`config.mk`:
```
export PLATFORM = sky130hd
export DESIGN_NAME = utf8_decoder_with_replacement
export DESIGN_NICKNAME = d
export VERILOG_FILES = /design/src/hw/rtl/utf8dec_pkg.sv /design/src/hw/rtl/utf8dec_core.sv /design/src/hw/rtl/utf8dec_outq.sv /design/src/hw/rtl/utf8_decoder_with_replacement.sv
export VERILOG_INCLUDE_DIRS = /design/src /design/src/hw/rtl
export SDC_FILE = /design/constraint.sdc
export NUM_CORES = 1
export LEC_CHECK = 0
export ABC_AREA = 1
export BUFFER_PORTS_ARGS = -buffer_cell sky130_fd_sc_hd__buf_2
export CORE_MARGIN = 3
export CORE_UTILIZATION = 30
export CTS_CLUSTER_SIZE = 12
export DETAILED_ROUTE_END_ITERATION = 8
export PLACE_DENSITY_LB_ADDON = 0.2
export SLEW_MARGIN = 25
export SYNTH_ARGS = -nofsm -noshare
export SYNTH_HDL_FRONTEND = slang
export SYNTH_SLANG_ARGS = --single-unit
```
`constraint.sdc`:
```
create_clock -name clock -period 4.3 [get_ports clock]
set_input_delay 0.43 -clock clock [delete_from_list [all_inputs] [get_ports clock]]
set_output_delay 0.43 -clock clock [all_outputs]
set_load 0.03 [all_outputs]
```
`src/hw/rtl/utf8_decoder_with_replacement_assert.svh`:
```
// Assertion macros for the UTF-8 decoder.
`ifndef UTF8_DECODER_WITH_REPLACEMENT_ASSERT_SVH
`define UTF8_DECODER_WITH_REPLACEMENT_ASSERT_SVH

`ifndef SYNTHESIS
`define UTF8DEC_ASSERT(lbl, clk, rst, prop) \
   lbl: assert property (@(posedge clk) disable iff (rst) (prop)) \
      else $error("utf8dec assertion failed");
`define UTF8DEC_ASSERT_ALWAYS(lbl, clk, prop) \
   lbl: assert property (@(posedge clk) (prop)) \
      else $error("utf8dec assertion failed");
`else
`define UTF8DEC_ASSERT(lbl, clk, rst, prop)
`define UTF8DEC_ASSERT_ALWAYS(lbl, clk, prop)
`endif

`endif

```
`src/hw/rtl/utf8dec_pkg.sv`:
```
package utf8dec_pkg;

   localparam int CP_WIDTH = 21;

   localparam logic [CP_WIDTH-1:0] CP_REPLACEMENT = 21'h00FFFD;
   localparam logic [CP_WIDTH-1:0] CP_MAX_SCALAR  = 21'h10FFFF;
   localparam logic [CP_WIDTH-1:0] CP_SURR_LOW    = 21'h00D800;
   localparam logic [CP_WIDTH-1:0] CP_SURR_HIGH   = 21'h00DFFF;
   localparam logic [CP_WIDTH-1:0] CP_MIN_LEN1    = 21'h000080;
   localparam logic [CP_WIDTH-1:0] CP_MIN_LEN2    = 21'h000800;
   localparam logic [CP_WIDTH-1:0] CP_MIN_LEN3    = 21'h010000;
   localparam logic [CP_WIDTH-1:0] CP_FIRST_SHOWN = 21'h000020;
   localparam logic [CP_WIDTH-1:0] CP_DELETE      = 21'h00007F;

   localparam logic [1:0] PUSH_NONE = 2'd0;
   localparam logic [1:0] PUSH_ONE  = 2'd1;
   localparam logic [1:0] PUSH_TWO  = 2'd2;

   typedef struct packed {
      logic [CP_WIDTH-1:0] code_point;
      logic                run_last;
   } entry_type;

   // results written into the output queue in the same cycle
   typedef struct packed {
      logic [1:0] count;
      entry_type  e0;
      entry_type  e1;
   } push_type;

endpackage

```
`src/hw/rtl/utf8dec_core.sv`:
```
`include "utf8_decoder_with_replacement_assert.svh"

module utf8dec_core (
   input  logic                clock,
   input  logic                reset,
   input  logic                in_fire,
   input  logic [7:0]          in_byte,
   input  logic                in_end,
   output utf8dec_pkg::push_type push
);
   import utf8dec_pkg::*;

   logic [CP_WIDTH-1:0] accum_ff, accum_in;
   logic [1:0]          rem_ff, rem_in;
   logic [1:0]          len_ff, len_in;

   logic [1:0]          lead_len;
   logic [CP_WIDTH-1:0] lead_val;
   logic                lead_push;
   logic [CP_WIDTH-1:0] lead_cp;
   logic                cont;
   logic [CP_WIDTH-1:0] acc_shift;
   logic [1:0]          rem_dec;
   logic                pa_v, pb_v, a_keep, b_keep;
   logic [CP_WIDTH-1:0] pa, pb;

   function automatic logic [CP_WIDTH-1:0] check_done(input logic [CP_WIDTH-1:0] v,
                                                     input logic [1:0] len);
      logic bad;
      begin
         bad = (len == 2'd1 && v < CP_MIN_LEN1) || (len == 2'd2 && v < CP_MIN_LEN2) ||
               (len == 2'd3 && v < CP_MIN_LEN3) ||
               (v >= CP_SURR_LOW && v <= CP_SURR_HIGH) || (v > CP_MAX_SCALAR);
         check_done = bad ? CP_REPLACEMENT : v;
      end
   endfunction

   function automatic logic dropped(input logic [CP_WIDTH-1:0] v);
      dropped = (v < CP_FIRST_SHOWN) || (v == CP_DELETE);
   endfunction

   always_comb begin
      if (in_byte inside {[8'hC2:8'hDF]}) begin
         lead_len = 2'd1;
         lead_val = {16'd0, in_byte[4:0]};
      end else if (in_byte inside {[8'hE0:8'hEF]}) begin
         lead_len = 2'd2;
         lead_val = {17'd0, in_byte[3:0]};
      end else if (in_byte inside {[8'hF0:8'hF4]}) begin
         lead_len = 2'd3;
         lead_val = {18'd0, in_byte[2:0]};
      end else begin
         lead_len = 2'd0;
         lead_val = in_byte[7] ? CP_REPLACEMENT : {13'd0, in_byte};
      end
      lead_push = (lead_len == 2'd0) || in_end;
      lead_cp   = (lead_len == 2'd0) ? lead_val : CP_REPLACEMENT;
   end

   assign cont      = (in_byte[7:6] == 2'b10);
   assign acc_shift = {accum_ff[CP_WIDTH-7:0], in_byte[5:0]};
   assign rem_dec   = rem_ff - 2'd1;

   always_comb begin
      pa_v     = 1'b0;
      pa       = '0;
      pb_v     = 1'b0;
      pb       = '0;
      accum_in = accum_ff;
      rem_in   = rem_ff;
      len_in   = len_ff;
      if (rem_ff != 2'd0 && cont) begin
         if (rem_dec == 2'd0) begin
            pa_v     = 1'b1;
            pa       = check_done(acc_shift, len_ff);
            accum_in = '0;
            rem_in   = 2'd0;
            len_in   = 2'd0;
         end else if (in_end) begin
            pa_v     = 1'b1;
            pa       = CP_REPLACEMENT;
            accum_in = '0;
            rem_in   = 2'd0;
            len_in   = 2'd0;
         end else begin
            accum_in = acc_shift;
            rem_in   = rem_dec;
         end
      end else begin
         // no open sequence, or a broken one: replace an open one, then treat the byte as a lead
         if (rem_ff != 2'd0) begin
            pa_v = 1'b1;
            pa   = CP_REPLACEMENT;
            pb_v = lead_push;
            pb   = lead_cp;
         end else begin
            pa_v = lead_push;
            pa   = lead_cp;
         end
         if (lead_len != 2'd0 && !in_end) begin
            accum_in = lead_val;
            rem_in   = lead_len;
            len_in   = lead_len;
         end else begin
            accum_in = '0;
            rem_in   = 2'd0;
            len_in   = 2'd0;
         end
      end
   end

   assign a_keep = in_fire && pa_v && !dropped(pa);
   assign b_keep = in_fire && pb_v && !dropped(pb);

   always_comb begin
      push.count         = {1'b0, a_keep} + {1'b0, b_keep};
      push.e0.code_point = a_keep ? pa : pb;
      push.e0.run_last   = !(a_keep && b_keep);
      push.e1.code_point = pb;
      push.e1.run_last   = 1'b1;
   end

   always_ff @(posedge clock) begin
      if (reset) begin
         accum_ff <= '0;
         rem_ff   <= 2'd0;
         len_ff   <= 2'd0;
      end else if (in_fire) begin
         accum_ff <= accum_in;
         rem_ff   <= rem_in;
         len_ff   <= len_in;
      end
   end

   `UTF8DEC_ASSERT(a_rem_within_len, clock, reset, len_ff >= rem_ff)
   `UTF8DEC_ASSERT(a_idle_clean, clock, reset, (rem_ff == 2'd0) |-> (accum_ff == '0 && len_ff == 2'd0))
   `UTF8DEC_ASSERT(a_two_needs_open, clock, reset, (push.count == PUSH_TWO) |-> (rem_ff != 2'd0))

endmodule

```
`src/hw/rtl/utf8dec_outq.sv`:
```
`include "utf8_decoder_with_replacement_assert.svh"

module utf8dec_outq (
   input  logic                  clock,
   input  logic                  reset,
   input  utf8dec_pkg::push_type push,
   output logic                  space,
   output logic                  out_valid,
   input  logic                  out_stall,
   output utf8dec_pkg::entry_type out_entry
);
   import utf8dec_pkg::*;

   entry_type  mem_ff [4];
   logic [1:0] wr_ptr_ff, wr_ptr_in, wr_next;
   logic [1:0] rd_ptr_ff, rd_ptr_in;
   logic [2:0] count_ff, count_in;
   logic       pop;

   assign out_valid = (count_ff != 3'd0);
   assign out_entry = mem_ff[rd_ptr_ff];
   assign pop       = out_valid && !out_stall;
   assign space     = (count_ff <= 3'd2);

   assign wr_next   = wr_ptr_ff + 2'd1;
   assign wr_ptr_in = wr_ptr_ff + push.count;
   assign rd_ptr_in = rd_ptr_ff + {1'b0, pop};
   assign count_in  = count_ff + {1'b0, push.count} - {2'd0, pop};

   always_ff @(posedge clock) begin
      if (push.count != PUSH_NONE) begin
         mem_ff[wr_ptr_ff] <= push.e0;
      end
      if (push.count == PUSH_TWO) begin
         mem_ff[wr_next] <= push.e1;
      end
   end

   always_ff @(posedge clock) begin
      if (reset) begin
         wr_ptr_ff <= 2'd0;
         rd_ptr_ff <= 2'd0;
         count_ff  <= 3'd0;
      end else begin
         wr_ptr_ff <= wr_ptr_in;
         rd_ptr_ff <= rd_ptr_in;
         count_ff  <= count_in;
      end
   end

   `UTF8DEC_ASSERT(a_count_bound, clock, reset, count_ff <= 3'd4)
   `UTF8DEC_ASSERT(a_push_fits, clock, reset, (push.count != PUSH_NONE) |-> space)
   `UTF8DEC_ASSERT(a_last_pop_empties, clock, reset, (pop && push.count == PUSH_NONE && count_ff == 3'd1 && !reset) |=> !out_valid)

endmodule

```
`src/hw/rtl/utf8_decoder_with_replacement.sv`:
```
// Channel  Direction  Handshake            Fields
// req      in         req_valid/req_stall  req_data_byte, req_string_end
// rsp      out        rsp_valid/rsp_stall  rsp_code_point, rsp_run_last
//
// One byte accepted per cycle while req_stall is low. A byte waits in the input
// register, then its results go into the result queue; a byte giving two code
// points gives two results in turn. req_stall rises while the input register
// is full and the four-entry result queue has fewer than two free slots.
// Synchronous reset empties the pipeline and queue and idles the decoder.

module utf8_decoder_with_replacement (
   input  logic        clock,
   input  logic        reset,
   input  logic        req_valid,
   output logic        req_stall,
   input  logic [7:0]  req_data_byte,
   input  logic        req_string_end,
   output logic        rsp_valid,
   input  logic        rsp_stall,
   output logic [20:0] rsp_code_point,
   output logic        rsp_run_last
);
   import utf8dec_pkg::*;

   logic       in_valid_ff, in_valid_in;
   logic [7:0] in_byte_ff;
   logic       in_end_ff;
   logic       space;
   logic       advance;
   logic       req_fire;
   push_type   push;
   entry_type  head;

   assign advance   = in_valid_ff && space;
   assign req_stall = in_valid_ff && !space;
   assign req_fire  = req_valid && !req_stall;

   always_comb begin
      if (req_fire) begin
         in_valid_in = 1'b1;
      end else if (advance) begin
         in_valid_in = 1'b0;
      end else begin
         in_valid_in = in_valid_ff;
      end
   end

   always_ff @(posedge clock) begin
      if (reset) begin
         in_valid_ff <= 1'b0;
      end else begin
         in_valid_ff <= in_valid_in;
      end
   end

   always_ff @(posedge clock) begin
      if (req_fire) begin
         in_byte_ff <= req_data_byte;
         in_end_ff  <= req_string_end;
      end
   end

   utf8dec_core u_core (
      .clock   (clock),
      .reset   (reset),
      .in_fire (advance),
      .in_byte (in_byte_ff),
      .in_end  (in_end_ff),
      .push    (push)
   );

   utf8dec_outq u_outq (
      .clock     (clock),
      .reset     (reset),
      .push      (push),
      .space     (space),
      .out_valid (rsp_valid),
      .out_stall (rsp_stall),
      .out_entry (head)
   );

   assign rsp_code_point = head.code_point;
   assign rsp_run_last   = head.run_last;

endmodule

```
# [After elaboration in Yosys (flattened, before gate mapping)]
# Memories as Yosys holds them, arrays and structs flattened. A register that Yosys moved wholly into a read port is not among the register bits.
# Index checks and enable logic that the tools add are counted.
[totals] register_bits=36 mem_bits_rw=88 output_inout_bits=24 memories=1
[classes] n_addsub=7 n_lt_le_gt_ge=15 eq_ne=8 mux=40 n_reduce_logical=40
[mem_list] memory="u_outq.mem_ff" depth=4 width=22 read_ports=1 rd_clocked_by_memory_dff=1 wr=2 line="utf8dec_outq.sv:14" rtl="entry_type mem_ff [4];"
[ops] op="$mux W21" count=11
[ops] op="$mux W15" count=4
[ops] op="$eq A21 B7 Y1 const B" count=2
[ops] op="$lt A21 B6 Y1 const B" count=2
[ops] op="$mux W16" count=2
[ops] op="$ge A8 B8 Y1 const B" count=3
[ops] op="$le A8 B8 Y1 const B" count=3
[ops] op="$mux W2" count=11
[ops] op="$ge A21 B16 Y1 const B" count=1
[ops] op="$gt A21 B21 Y1 const B" count=1
[ops] op="$le A21 B16 Y1 const B" count=1
[ops] op="$lt A21 B12 Y1 const B" count=1
[ops] op="$lt A21 B17 Y1 const B" count=1
[ops] op="$lt A21 B8 Y1 const B" count=1
[ops] op="$logic_and A1 B1 Y1" count=18
[ops] op="$mux W1" count=12
[ops] op="$eq A2 B2 Y1 const B" count=4
[ops] op="$reduce_bool A2 Y1" count=4
[ops] op="$logic_not A1 Y1" count=7
[ops] op="$logic_or A1 B1 Y1" count=7
[ops] op="$logic_not A2 Y1" count=2
[ops] op="$add A3 B2 Y3" count=1
[ops] op="$le A3 B2 Y1 const B" count=1
[ops] op="$ne A3 B3 Y1 const B" count=1
[ops] op="9 further kinds" count=9

# [Longest topological paths before layout]
[logic_depth] depth_word=17 ltp_mapped=25

# [Hierarchy]
# A second synthesis with hierarchy kept.
[hier_totals] cells_unflattened=842 area_unflattened_um2=7360.8
[modules_own_cells] mod="utf8dec_outq" instances=1 cells_per_inst=485 area_each_um2=5041.1 seq_area_each_um2=2782.7
[modules_own_cells] mod="utf8dec_core" instances=1 cells_per_inst=339 area_each_um2=1993.2 seq_area_each_um2=380.4
[modules_own_cells] mod="utf8_decoder_with_replacement" instances=1 cells_per_inst=18 area_each_um2=326.6 seq_area_each_um2=290.3

# [Worst setup path after synthesis]
# No wires, ideal clock.
[synth_timing] kind="register -> register" startpoint="reg u_core.rem_ff[0]" endpoint="mem u_outq.mem_ff[3][17] in the netlist's numbering" arrival_time_ns=3.473 required_time_ns=4.187 setup_slack_ns=0.714 stages_incl_launch_ff=23 n_path_buf=1 period_less_slack_ns=3.586 path_cell_list="dfxtp_1 > inv_1 > ha_1 > nor2_4 > nand2_2 > clkinv_1 > nand4_1 > o21ai_1 > nor2_1 > nand3_1 > nand2_1 > nand2_4 > nand2_4 > buf_6 > inv_1 > ha_1 > inv_1 > nor3_1 > inv_1 > nand2_1 > inv_1 > nand2_1 > nand2_1"
[synth_rtl] item="from (decl)" line="utf8dec_core.sv:14" rtl="logic [1:0] rem_ff, rem_in;"
[synth_rtl] item="from (signal assigned)" line="utf8dec_core.sv:130" rtl="rem_ff <= rem_in;"
[synth_rtl] item="to (decl)" line="utf8dec_outq.sv:14"

# [Worst setup path in the final report]
[layout_timing] startpoint="reg u_core.accum_ff[11]" endpoint="reg u_outq.count_ff[2]"
[layout_between] elab_chain_cells=16 word_cells_on_any_way=25 cone_classes="3 x add/sub; 7 x order compare; 1 x eq/ne; 3 x mux; 11 x reduce/logical"
[layout_lines] item="from (decl)" line="utf8dec_core.sv:13" rtl="logic [CP_WIDTH-1:0] accum_ff, accum_in;"
[layout_lines] item="from (signal assigned)" line="utf8dec_core.sv:129" rtl="accum_ff <= accum_in;"
[layout_lines] item="$lt A21 B8 Y1 or $lt A21 B12 Y1 (tied branches)" line="utf8dec_core.sv:31" rtl="bad = (len == 2'd1 && v < CP_MIN_LEN1) || (len == 2'd2 && v < CP_MIN_LEN2) ||"
[layout_lines] item="$logic_and A1 B1 Y1" line="utf8dec_core.sv:31"
[layout_lines] item="$logic_or A1 B1 Y1 (2 in series)" line="utf8dec_core.sv:31"
[layout_lines] item="$logic_or A1 B1 Y1" line="utf8dec_core.sv:32" rtl="(len == 2'd3 && v < CP_MIN_LEN3) ||"
[layout_lines] item="$logic_or A1 B1 Y1" line="utf8dec_core.sv:33" rtl="(v >= CP_SURR_LOW && v <= CP_SURR_HIGH) || (v > CP_MAX_SCALAR);"
[layout_lines] item="$mux W21 (*)" line="utf8dec_core.sv:34" rtl="check_done = bad ? CP_REPLACEMENT : v;"
[layout_lines] item="$mux W21 (*)" line="utf8dec_core.sv:73" rtl="if (rem_dec == 2'd0) begin"
[layout_lines] item="$mux W21 (*)" line="utf8dec_core.sv:72" rtl="if (rem_ff != 2'd0 && cont) begin"
[layout_lines] item="$lt A21 B6 Y1 or $eq A21 B7 Y1 (tied branches)" line="utf8dec_core.sv:39" rtl="dropped = (v < CP_FIRST_SHOWN) || (v == CP_DELETE);"
[layout_lines] item="$logic_or A1 B1 Y1 (*)" line="utf8dec_core.sv:39"
[layout_lines] item="$logic_not A1 Y1 (*)" line="utf8dec_core.sv:112" rtl="assign a_keep = in_fire && pa_v && !dropped(pa);"
[layout_lines] item="$logic_and A1 B1 Y1 (*)" line="utf8dec_core.sv:112"
[layout_lines] item="$add A1 B1 Y2 (*)" line="utf8dec_core.sv:116" rtl="push.count = {1'b0, a_keep} + {1'b0, b_keep};"
[layout_lines] item="$add A3 B2 Y3 (*)" line="utf8dec_outq.sv:28" rtl="assign count_in = count_ff + {1'b0, push.count} - {2'd0, pop};"
[layout_lines] item="$sub A3 B1 Y3 (*)" line="utf8dec_outq.sv:28"
[layout_lines] item="to (signal assigned)" line="utf8dec_outq.sv:47" rtl="count_ff <= count_in;"
[layout_lines] item="to (decl)" line="utf8dec_outq.sv:17" rtl="logic [2:0] count_ff, count_in;"
# Mark *: on every way between the ends. The rest lies on a longest branch, timed or not.
# A chain may end at the register's enable or synchronous reset.

==> metrics.log <==
INFO  metric yosys_most_used_dff = edfxtp_1
INFO  metric clock_tree.buffer_depth = 2
INFO  metric die_h = 153 um
INFO  metric areaGrowthSynthToFinish = 17.7%
INFO  metric hpwl = 12600 um
INFO  metric place.gp.congestion = 0.834
INFO  metric critical_path_peak_fanout = 17
INFO  metric startpoint_type = flop
INFO  metric clock-skew-final = 0.0114 ns
INFO  metric share_of_flip_flops_with_an_asynchronous_set_or_reset_after_synthesis = 0
INFO  metric postSynthNetCount = 882
INFO  metric worst_skew_pair.late_latency = 0.43 ns
INFO  metric sequential_area_share_after_synthesis = 0.493
INFO  metric postPlaceCellArea = 0.00704 mm2
INFO  metric utilization = 0.363
INFO  metric cts-root-buf = clkbuf_16
INFO  metric drtAntennaViolNets = 0
INFO  metric timing.final.max_slew_violations = 0
INFO  metric detail_route.drc_violations = 0
INFO  metric yosysWarnings = 0
INFO  metric cts_buffers = 17
INFO  metric die-area = 0.0235 mm2
INFO  metric nets = 919
INFO  metric numPortBuffers = 36
INFO  metric grt_use_total = 0.163
INFO  metric ant_diodes = 0
INFO  metric switching_power = 1550 uW
INFO  metric boundaryPins = 37
INFO  metric antenna_found_initial = 0
INFO  metric initialDrtViolationCount = 416
INFO  metric sequentialPowerShare = 0.334
INFO  metric n_fill_cell = 2201
INFO  metric hold_class = input port to flop
INFO  metric synth.largest_area_cell = edfxtp_1
INFO  metric cts-htree-levels = 4
INFO  metric cts-hold-fix-buffers = 0
INFO  metric slew_headroom = 0.395
INFO  metric vdd_ir_drop_max = 0.287 mV
INFO  metric final_layout_size_suffix_gt1_frac = 0.123
INFO  metric setup_viol = 0
INFO  metric seq_area = 0.00321 mm2
INFO  metric power.share.combinational = 0.302
INFO  metric stdcell_area = 0.00767 mm2
INFO  metric postCtsResizedCells = 0
INFO  metric postCtsSetupRepairBufs = 0
INFO  metric syn-instance-count = 859
INFO  metric via_count = 5639
INFO  metric largest_net_degree_at_the_start_of_global_routing = 46
INFO  metric floorplan.core_area = 0.0212 mm2
INFO  metric wire_length_of_the_first_global_routing_pass = 30200 um
INFO  metric arrival = 3.99 ns
INFO  metric cell_internal_pwr = 2600 uW
INFO  metric worstSetupEndpointType = flop
INFO  metric setup_repair_after_global_routing_missed_its_margin = false
INFO  metric row_count = 53
INFO  metric worst_path_clk_slew = 0.06 ns
INFO  metric cts_tree = done
INFO  metric grt_pass1_vias = 5460
INFO  metric startpoint_to_endpoint_class_of_the_critical_path = flop to flop
INFO  metric power.switching_fraction = 0.372
INFO  metric report.final.hold_viol_count = 0
INFO  metric post_synth.cell_area_avg = 7.59 um2
INFO  metric chipWidth = 153 um
INFO  metric cap_violations = 0
INFO  metric synth.top_cell.area_share = 0.336
INFO  metric ys_seq_elements = 124
INFO  metric synthDistinctLibCells = 38
INFO  metric routed_wirelength = 18700 um
INFO  metric leakage_power = 0.00349 uW
INFO  metric critPathRequiredTime = 4.60 ns
INFO  metric syn-cell-area = 0.00652 mm2
INFO  metric final_setup_tns = 0 ns
INFO  metric power.density_cell_area = 541 mW/mm2
INFO  metric yosys-top-cells-area = edfxtp_1, nand2_1, dfxtp_1
INFO  metric min_period = 3.70 ns
INFO  metric dr.pass1.iters = 5
INFO  metric fmax = 270 MHz
INFO  metric timing_worst_slew_pin_value = 0.902 ns
INFO  metric final.period_utilization = 0.860
INFO  metric run_status = complete, no violations
INFO  metric wl_per_cell = 15.8 um
INFO  metric clockPowerShare = 0.364
INFO  metric numClockSinks = 124
INFO  metric start_util = 0.308
INFO  metric synth-edff-count = 73
INFO  metric total_grt_overflow = 0
INFO  metric vias_cell = 4.76
INFO  metric multi_input_area = 0.00288 mm2
==> synth_stat cells (2+ instances only) <==
cell type	count
xnor2_1	2
inv_1	73
nor2_4	4
nor4_1	3
buf_2	3
clkinv_1	2
buf_4	2
clkbuf_1	25
nand2_2	10
inv_2	5
edfxtp_1	73
a21boi_1	2
nor3_1	7
buf_1	3
nand4_1	12
ha_1	9
dfxtp_1	51
nor2_1	102
o21ai_0	54
o22ai_1	22
nand2_1	281
nand2_4	2
a22oi_1	2
o21ai_1	6
nor2_2	3
a21oi_1	33
nand3_1	56
a221oi_1	2
==> flip-flops by register name, indices dropped and copies added (netlist names) <==
register / flops
in_valid_ff: 1
u_outq.count_ff: 3
u_core.rem_ff: 2
in_end_ff: 1
u_outq.mem_ff: 88
u_outq.rd_ptr_ff: 2
u_core.accum_ff: 15
u_core.len_ff: 2
u_outq.wr_ptr_ff: 2
in_byte_ff: 8
==> cell families (layout without fill, tap and decap cells) <==
family,after synthesis,in the layout,synth area share
AO/OA/AOI/OAI,124,124,0.103
XOR/XNOR,3,3,0.00403
adder cells (fa/ha/maj),10,10,0.0203
buffers and inverters,114,164,0.0685
flip-flops,124,124,0.493
AND/OR/NAND/NOR,484,484,0.311
==> critical path, cell delays in order, from the launching register on <==
cell and delay, ns:
dfxtp_1 0.33, nor2_1 0.15, nand2_1 0.08, nor2_2 0.12, nand3_1 0.33, nand4_1 0.34, nor2_1 0.09, nor2_1 0.10
nand3_1 0.10, nor2_2 0.13, nand2_4 0.14, nand2_4 0.23, inv_1 0.07, ha_1 0.24, inv_1 0.15, ha_1 0.28
fa_1 0.43, xor2_1 0.17, inv_1 0.06, nor2_1 0.03
==> cell usage in the layout, fill, tap and decap left out, drive strengths merged, types with 3 or more instances in the layout <==
cell    instances
a21oi          33
buf            52
clkbuf         23
clkinv          6
dfxtp          51
edfxtp         73
ha              9
inv            83
nand2         293
nand3          57
nand4          12
nor2          109
nor3            7
nor4            3
o21ai          60
o22ai          22
==> through the flow <==
| step | total power, uW | instances | worst slack (ns) | hold WS [ns] |
|---|---|---|---|---|
| final | 4150 | 1184 | 0.602 | 0.178 |
| after CTS | 4200 | 1184 | 0.585 | 0.164 |
| after global placement | 2680 | 1152 | 0.655 | 0.438 |
| after detailed placement | 2680 | 1152 | 0.594 | 0.438 |
| after global routing | 4380 | 1184 | 0.137 | 0.164 |
| after floorplan | 2300 | 859 | 0.714 | 0.421 |
==> worst paths after layout <==
check | from | end | slack [ns] | cells past startpoint
setup reg to reg | u_core.accum_ff[11] | u_outq.count_ff[2] | 0.60 | 19
hold reg to reg | u_outq.mem_ff[1][18] | u_outq.mem_ff[1][18] | 0.45 | 2
setup / recovery | u_core.accum_ff[11] | u_outq.count_ff[2] | 0.60 | 19
hold / removal | req_data_byte[0] | in_byte_ff[0] | 0.18 | 1
==> power groups by stage <==
stage / logic (uW) / registers [uW] / clock network, uW
final: 1250 / 1390 / 1510
after floorplan: 905 / 1390 / 0
after detailed placement: 1270 / 1410 / 0
after global routing: 1400 / 1390 / 1590
after global placement: 1270 / 1410 / 0
after CTS: 1270 / 1390 / 1540
==> routing by layer <==
metal / wire length [um] / vias up / track usage / part of all wire
li1: - / 2893 / - / -
met1: 9000 / 2597 / 0.225 / 0.48
met2: 8590 / 126 / 0.257 / 0.46
met3: 880 / 23 / 0.0399 / 0.047
met4: 269 / 0 / 0.0425 / 0.014
met5: 0 / - / 0 / 0
==> final cells by class <==
| type | instances | area share |
|---|---|---|
| Sequential cell | 124 | 0.419 |
| Multi-Input combinational cell | 621 | 0.375 |
| Clock buffer | 23 | 0.0723 |
| Tap cell | 275 | 0.0449 |
| Timing Repair Buffer | 52 | 0.0392 |
| Inverter | 80 | 0.0392 |
| Clock inverter | 9 | 0.0103 |
Note: power is estimated with default switching activity, not from simulation.
